--- src/hw/rtl/wpms_pkg.sv ---
`timescale 1ns / 1ps

package wpms_pkg;

   // deepest window the cell row supports
   localparam int MAX_WINDOW = 16;

   localparam int VALUE_W  = 16;
   localparam int SUM_W    = 32;
   localparam int WINDOW_W = 5;
   // counts 0 .. MAX_WINDOW
   localparam int CNT_W    = $clog2(MAX_WINDOW + 1);
   localparam int PROD_W   = VALUE_W + CNT_W;

   localparam logic [SUM_W-1:0] SUM_MAX = {SUM_W{1'b1}};

   // partial result that walks down the cell row
   typedef struct packed {
      logic               valid;
      logic [VALUE_W-1:0] run_max;
      logic [SUM_W-1:0]   best;
   } token_type;

   // shared controls for every cell
   typedef struct packed {
      logic shift_value;
      logic shift_sum;
      logic clear;
   } cell_ctrl_type;

endpackage

--- src/hw/rtl/wpms_cell.sv ---
`timescale 1ns / 1ps

module wpms_cell import wpms_pkg::*; (
   input  logic               clock,
   input  logic               reset,
   input  cell_ctrl_type      ctrl,
   input  logic [CNT_W-1:0]   cell_index,
   input  logic [CNT_W-1:0]   span,
   input  logic [VALUE_W-1:0] value_in,
   input  logic [SUM_W-1:0]   sum_in,
   input  token_type          tok_in,
   output logic [VALUE_W-1:0] value_out,
   output logic [SUM_W-1:0]   sum_out,
   output token_type          tok_out
);

   logic [VALUE_W-1:0] value_ff;
   logic [SUM_W-1:0]   sum_ff;
   token_type          tok_ff;
   token_type          tok_in_next;

   logic               active;
   logic [VALUE_W-1:0] run_max;
   logic [CNT_W-1:0]   weight;
   logic [PROD_W-1:0]  prod;
   logic [SUM_W:0]     cand_wide;
   logic [SUM_W-1:0]   cand;

   // segment ending here covers cell_index + 1 elements
   always_comb begin
      active    = (cell_index < span);
      run_max   = (value_ff > tok_in.run_max) ? value_ff : tok_in.run_max;
      weight    = cell_index + CNT_W'(1);
      prod      = PROD_W'(run_max) * PROD_W'(weight);
      cand_wide = {1'b0, sum_ff} + (SUM_W + 1)'(prod);
      cand      = cand_wide[SUM_W] ? SUM_MAX : cand_wide[SUM_W-1:0];

      tok_in_next       = tok_in;
      if (active) begin
         tok_in_next.run_max = run_max;
         tok_in_next.best    = (cand > tok_in.best) ? cand : tok_in.best;
      end
   end

   // advance the token one cell per cycle
   always_ff @(posedge clock) begin
      if (reset) begin
         tok_ff.valid <= 1'b0;
      end else begin
         tok_ff.valid <= tok_in.valid;
      end
      tok_ff.run_max <= tok_in_next.run_max;
      tok_ff.best    <= tok_in_next.best;
   end

   // hold the window slot; shift from the neighbor or drop on array end
   always_ff @(posedge clock) begin
      if (reset) begin
         value_ff <= '0;
         sum_ff   <= '0;
      end else begin
         priority if (ctrl.clear) begin
            value_ff <= '0;
            sum_ff   <= '0;
         end else begin
            if (ctrl.shift_value) begin
               value_ff <= value_in;
            end
            if (ctrl.shift_sum) begin
               sum_ff <= sum_in;
            end
         end
      end
   end

   assign value_out = value_ff;
   assign sum_out   = sum_ff;
   assign tok_out   = tok_ff;

endmodule

--- config.mk ---
export PLATFORM = sky130hd
export DESIGN_NAME = wpms_cell
export DESIGN_NICKNAME = d
export VERILOG_FILES = /design/src/hw/rtl/wpms_pkg.sv /design/src/hw/rtl/wpms_cell.sv
export SDC_FILE = /design/constraint.sdc
export NUM_CORES = 1
export LEC_CHECK = 0
export BUFFER_PORTS_ARGS = -buffer_cell sky130_fd_sc_hd__buf_2
export CORE_MARGIN = 2
export CORE_UTILIZATION = 30
export DETAILED_ROUTE_END_ITERATION = 8
export PLACE_DENSITY = 0.49
export REMOVE_ABC_BUFFERS = 1
export SYNTH_ARGS = -nofsm -noshare
export SYNTH_HDL_FRONTEND = slang
export SYNTH_SLANG_ARGS = --single-unit
--- constraint.sdc ---
create_clock -name clock -period 9.35 [get_ports clock]
set_input_delay 0.935 -clock clock [delete_from_list [all_inputs] [get_ports clock]]
set_output_delay 0.935 -clock clock [all_outputs]
set_load 0.01 [all_outputs]
==> flow_summary.yaml, run 1 <==
hold_path:
  hp-start: "sum_out[7]"
  hp-class: "flop to flop"
  worstHoldEndpoint: "sum_out[7]"
  whs_path_depth: 2
yosys:
  synth_flop_cell: "dfxtp_1"
  syn_inst: 963
  async_flop_share_pct: 0
  syn-cell-area_mm2: 0.00843
  yosys_warnings: 0
  yosysSeqAreaShare_pct: 23.0
  synth_seq_cells: 97
  syn_avg_cell_area_um2: 8.76
  synth_edf_count: 0
  ys_types: 55
critical_path:
  crit_arrival_ns: 8.96
  r2r_end: "tok_out[2]"
  cpMaxStageDelayCell: "fa_1"
  crit_fanout: 27
  reg2reg_from: "value_out[5]"
  cp-start-kind: "primary input"
  endpoint_kind: "flop"
  r2r_slack_ns: 0.99
  crit_start: "tok_in[37]"
  slowest_delay_ns: 0.54
  reg2reg_depth: 30
  critical_path_class: "primary input to flop"
  cp.required_ns: 9.59
outcome:
  status: "finished, final reports clean"
pwr:
  power_density_mw_per_mm2: 186
  leakage_nw: 5.23
  vdd_drop_max_mv: 0.115
cts:
  cts_tree: "built"
  cts_setup_buffers: 0
  cts-root-buf: "clkbuf_16"
  cts_inserted_buffers: 9
  clk_pin_slew_ns: 0.07
  clk_latency_ns: 0.36
  cts_num_sinks: 97
  cts_buffer_depth: 2
  htreeDepth: 3
drt:
  drt_iter0_markers: 306
  num_vias: 7165
  via_per_inst: 4.65
  avgRoutedWirePerCell_um: 14.9
  ant_nets: 0
  drc: 0
  drt_pass1_iterations: 4
  routed_wirelength_mm: 23.0
layout:
  stdcell_area_mm2: 0.0102
  antenna_cells: 0
  fill_cells: 2936
  final-instance-count-excl-fill: 1541
  seq_area_mm2: 0.00194
  syn_to_final_growth_pct: 21.1
  layout.nets: 1415
  layout-drive-gt1-share_pct: 23.4
  multi_input_area_mm2: 0.00583
sta:
  worstMarginPinSlew_ns: 1.05
  maxSlewViolCount: 0
  max_clock_freq_mhz: 115
  rsz0062_at_grt: "no"
  hold_viol: 0
  whs_ns: 0.531
  period_minus_slack_ns: 8.71
  period_share_pct: 93.2
  setup_viol: 0
  maxSlewHeadroom_pct: 29.8
  skew_ns: 0.0102
floorplan:
  die_h_um: 172
  boundaryPins: 209
  num_rows: 61
  start_util_pct: 30.4
  dieArea_mm2: 0.0295
  die_w_um: 172
  core-area_mm2: 0.0277
place:
  globalplace.congestion: 0.815
  placed_cells: 1525
  place_area_mm2: 0.00990
  io_buffers: 208
  place_hpwl_mm: 18.9
run:
  drv_cap: 0
global_route:
  grt-ovfl-total: 0
  grt_max_degree: 49
  grt_pass1_vias: 7088
  grt_usage_pct: 15.9
  grt_antenna_before_repair: 0
  grt_pass1_wl_mm: 36.9
cells by family after synthesis:
logic type                 after synthesis  synth area share, %
adders and majority gates              145                 26.9
xor gates and xnor gates                28                 2.91
muxes                                   71                 8.86
and+or+nand+nor                        216                 12.0
buffers and inverters                  179                 8.25
AOI/OAI and AO/OA                      227                 18.0
DFF                                     97                 23.0
synth_stat cells, types with 2 or more instances:
| library cell | instances | area [um2] |
|---|---|---|
| a21bo_2 | 7 | 70.1 |
| a21boi_0 | 58 | 435 |
| a21o_1 | 11 | 82.6 |
| a21oi_1 | 50 | 250 |
| a221o_1 | 2 | 20.0 |
| a22oi_1 | 10 | 75.1 |
| a31oi_1 | 23 | 144 |
| and2_1 | 3 | 18.8 |
| and3_1 | 8 | 50.1 |
| buf_1 | 5 | 18.8 |
| buf_2 | 7 | 35.0 |
| buf_4 | 2 | 15.0 |
| clkbuf_1 | 21 | 78.8 |
| dfxtp_1 | 97 | 1940 |
| fa_1 | 61 | 1220 |
| ha_1 | 84 | 1050 |
| inv_1 | 143 | 537 |
| mux2_1 | 10 | 113 |
| mux2_2 | 11 | 124 |
| mux2_4 | 2 | 30.0 |
| mux2i_1 | 48 | 480 |
| nand2_1 | 56 | 210 |
| nand2b_1 | 8 | 50.1 |
| nand3_1 | 29 | 145 |
| nand4_1 | 11 | 68.8 |
| nor2_1 | 76 | 285 |
| nor2b_1 | 6 | 37.5 |
| nor3_1 | 4 | 20.0 |
| nor4_1 | 3 | 18.8 |
| o211ai_1 | 11 | 82.6 |
| o211ai_2 | 3 | 37.5 |
| o21a_1 | 3 | 22.5 |
| o21ai_0 | 35 | 175 |
| o21ai_1 | 2 | 10.0 |
| o21bai_1 | 2 | 15.0 |
| o31a_1 | 2 | 17.5 |
| or2_2 | 4 | 25.0 |
| or3_1 | 2 | 12.5 |
| xnor2_1 | 11 | 96.3 |
| xor2_1 | 17 | 149 |
area by class of cell:
| class | instances | area share, % |
|---|---|---|
| Sequential cell | 97 | 19.0 |
| Multi-Input combinational cell | 687 | 57.1 |
| Inverter | 143 | 5.26 |
| Tap cell | 378 | 4.63 |
| Clock buffer | 10 | 2.34 |
| Clock inverter | 6 | 0.490 |
| Timing Repair Buffer | 220 | 11.2 |
registers in the layout (all words and copies together) (netlist names):
register and cells:
sum_out 32, value_out 16, tok_out 49
worst max-delay path: cells and delay by family:
| kind | cells | cell delay [ns] |
|---|---|---|
| AO/OA/AOI/OAI | 14 | 3.07 |
| XOR/XNOR | 1 | 0.30 |
| buffers and inverters | 6 | 0.73 |
| multiplexers | 1 | 0.37 |
| adder cells (fa/ha/maj) | 6 | 2.59 |
| AND/OR/NAND/NOR | 4 | 0.94 |
metal layers:
| metal | up-vias | GRT usage, % | part of all wire (%) |
|---|---|---|---|
| li1 | 3662 | - | - |
| met1 | 3326 | 20.6 | 46 |
| met2 | 160 | 27.8 | 49 |
| met3 | 17 | 2.49 | 4.2 |
| met4 | 0 | 3.83 | 1.3 |
| met5 | - | 0 | 0 |
metrics by stage:
stage                     total power, mW  util [%]  worst slack [ns]  setup TNS [ns]
after floorplan                      1.25         -           -0.0735          -0.725
after global placement               1.54      35.7             0.353               0
after detailed placement             1.54      35.7             0.155               0
after CTS                            1.93      36.8             0.495               0
after global routing                 2.11      36.9            0.0512               0
final                                1.90      36.9             0.638               0
cells in the final DEF (no fill, tap or decap), types with 8 or more instances in the layout:
master	netlist	final
a21boi_0	58	57
a21o_1	11	11
a21oi_1	50	49
a22oi_1	10	10
a31oi_1	23	22
and3_1	8	8
buf_2	7	208
buf_4	2	11
clkbuf_16	0	9
dfxtp_1	97	97
fa_1	61	61
ha_1	84	84
inv_1	143	143
mux2_1	10	10
mux2_2	11	11
mux2i_1	48	48
nand2_1	56	56
nand2b_1	8	8
nand3_1	29	29
nand4_1	11	11
nor2_1	76	76
o211ai_1	11	11
o21ai_0	35	34
xnor2_1	11	11
xor2_1	17	17
timing repair:
item,in CTS,in global routing
hold endpoints to repair,0,0
hold buffers,0,0
resized for setup,0,7
endpoints found under the setup margin,0,31
report_power, final:
group | leakage, nW | switching, mW | internal (mW)
combinational | 4.29 | 0.639 | 0.432
clock | 0.141 | 0.183 | 0.192
sequential | 0.805 | 0.0136 | 0.438
how the worst max path moves through the flow:
stage | to | depth (start not counted) | slack [ns]
after floorplan | tok_out[19] | 26 | -0.07
after global placement | tok_out[3] | 31 | 0.35
after detailed placement | tok_out[2] | 31 | 0.15
after CTS | tok_out[2] | 31 | 0.50
after global routing | tok_out[2] | 31 | 0.05
final | tok_out[2] | 32 | 0.64
(Power assumes the default switching activity.)
==> run 2: changes to the inputs <==
--- a/config.mk
+++ b/config.mk
@@ -5,7 +5,7 @@
 export SDC_FILE = /design/constraint.sdc
 export NUM_CORES = 1
 export LEC_CHECK = 0
-export BUFFER_PORTS_ARGS = -buffer_cell sky130_fd_sc_hd__buf_2
+export BUFFER_PORTS_ARGS = -buffer_cell sky130_fd_sc_hd__clkbuf_2
 export CORE_MARGIN = 2
 export CORE_UTILIZATION = 30
 export DETAILED_ROUTE_END_ITERATION = 8
==> flow_summary.yaml, run 2 (synthesis results as in run 1) <==
cts:
  cts.repair.resized: 0
  htreeDepth: 3
  cts_tree: "built"
  cts_hold_buffers: 0
  cts-root-buf: "clkbuf_16"
  cts_setup_buffers: 0
  clk_pin_slew_ns: 0.07
  cts_num_sinks: 97
  clk_latency_ns: 0.35
  cts_buffer_depth: 2
  cts_inserted_buffers: 9
hold_path:
  worstHoldEndpoint: "sum_out[7]"
  whs_path_depth: 2
  hp-class: "flop to flop"
  hp-start: "sum_out[7]"
drt:
  drc: 0
  num_vias: 7248
  drt_pass1_iterations: 8
  via_per_inst: 4.68
  ant_nets: 0
  routed_wirelength_mm: 23.1
  drt_iter0_markers: 251
  avgRoutedWirePerCell_um: 14.9
pwr:
  vdd_drop_max_mv: 0.0819
  leakage_nw: 5.27
  power_density_mw_per_mm2: 186
sta:
  maxSlewViolCount: 0
  skew_ns: 0.0154
  setup_viol: 0
  maxSlewHeadroom_pct: 35.9
  rsz0062_at_grt: "no"
  worst_slack_ns: 0.555
  final.setup.tns_ns: 0
  period_share_pct: 94.1
  max_clock_freq_mhz: 114
  period_minus_slack_ns: 8.80
  whs_ns: 0.528
  hold_viol: 0
  worstMarginPinSlew_ns: 0.961
critical_path:
  cpMaxStageDelayCell: "a2111oi_0"
  slowest_delay_ns: 0.57
  reg2reg_from: "value_out[9]"
  crit_fanout: 39
  r2r_slack_ns: 0.91
  r2r_end: "tok_out[24]"
  endpoint_kind: "flop"
  cpLargestDelayFamily: "compound AO/OA/AOI/OAI gates"
  cp.required_ns: 9.59
  cp-start-kind: "primary input"
  worst-path-buf-inv: 7
  critical_path_class: "primary input to flop"
  crit_arrival_ns: 9.03
  reg2reg_depth: 30
layout:
  largest_reg_flops: 49
  layout.nets: 1424
  seq_area_mm2: 0.00194
  multi_input_area_mm2: 0.00583
  fill_cells: 2923
  layout_common_cells: "208 x clkbuf_2, 143 x inv_1, 97 x dfxtp_1"
  layout_commonest_cell: "clkbuf_2"
  antenna_cells: 0
  layout-drive-gt1-share_pct: 23.8
  syn_to_final_growth_pct: 21.9
floorplan:
  core-area_mm2: 0.0277
  boundaryPins: 209
  dieArea_mm2: 0.0295
  num_rows: 61
  die_h_um: 172
  die_w_um: 172
  start_util_pct: 30.4
global_route:
  grt_pass1_vias: 7310
  grt_usage_pct: 16.1
  grt-ovfl-total: 0
  grt_pass1_wl_mm: 37.5
  grt_antenna_before_repair: 0
  grt_max_degree: 49
place:
  dpl_worst_slack_ns: -0.00102
  globalplace.congestion: 0.837
  io_buffers: 208
  place_hpwl_mm: 19.2
run:
  drv_cap: 0
outcome:
  status: "finished, final reports clean"
run 2: metrics by stage:
stage	utilization, %	power (mW)	cell area (um2)	std cells
2_1_floorplan	-	1.25	8280	927
3_3_place_gp	36.0	1.55	9970	1534
3_5_place_dp	36.0	1.56	9970	1534
4_1_cts	37.0	1.96	10300	1549
5_1_grt	37.1	2.13	10300	1549
6_report	37.1	1.91	10300	1549
run 2: worst max path at each step:
stage	start	endpoint	slack, ns	depth (start not counted)
finish	tok_in[41]	tok_out[24]	0.55	32
global route	tok_in[37]	tok_out[24]	0.02	33
CTS	tok_in[37]	tok_out[24]	0.34	32
detailed placement	tok_in[37]	tok_out[24]	-0.001	32
global placement	tok_in[41]	tok_out[24]	0.04	32
floorplan	tok_in[42]	tok_out[19]	-0.07	26
run 2: layout make-up:
type,instances,share of cell area [%]
clock buffer,9,2.19
clock inverter,6,0.633
inverter,143,5.22
multi-input combinational,687,56.7
sequential,97,18.9
tap,378,4.60
timing repair buffer,229,11.8
run 2: tightest hold or removal path: cells and delay by family, from the launching register on:
kind | cells | cell delay (ns)
DFF | 1 | 0.35
muxes | 1 | 0.07
and+or+nand+nor | 1 | 0.07
run 2: where the power goes:
group,switching (mW),total [mW],internal (mW)
clock network,0.172,0.379,0.207
logic,0.640,1.08,0.441
registers,0.0144,0.453,0.438
total,0.826,1.91,1.09
run 2: routing by layer:
| metal | wire, um | vias to the layer above | track usage, % |
|---|---|---|---|
| met3 | 913 | 16 | 2.05 |
| li1 | - | 3681 | - |
| met4 | 236 | 0 | 3.50 |
| met5 | 0 | - | 0 |
| met2 | 11400 | 150 | 28.8 |
| met1 | 10500 | 3401 | 20.6 |
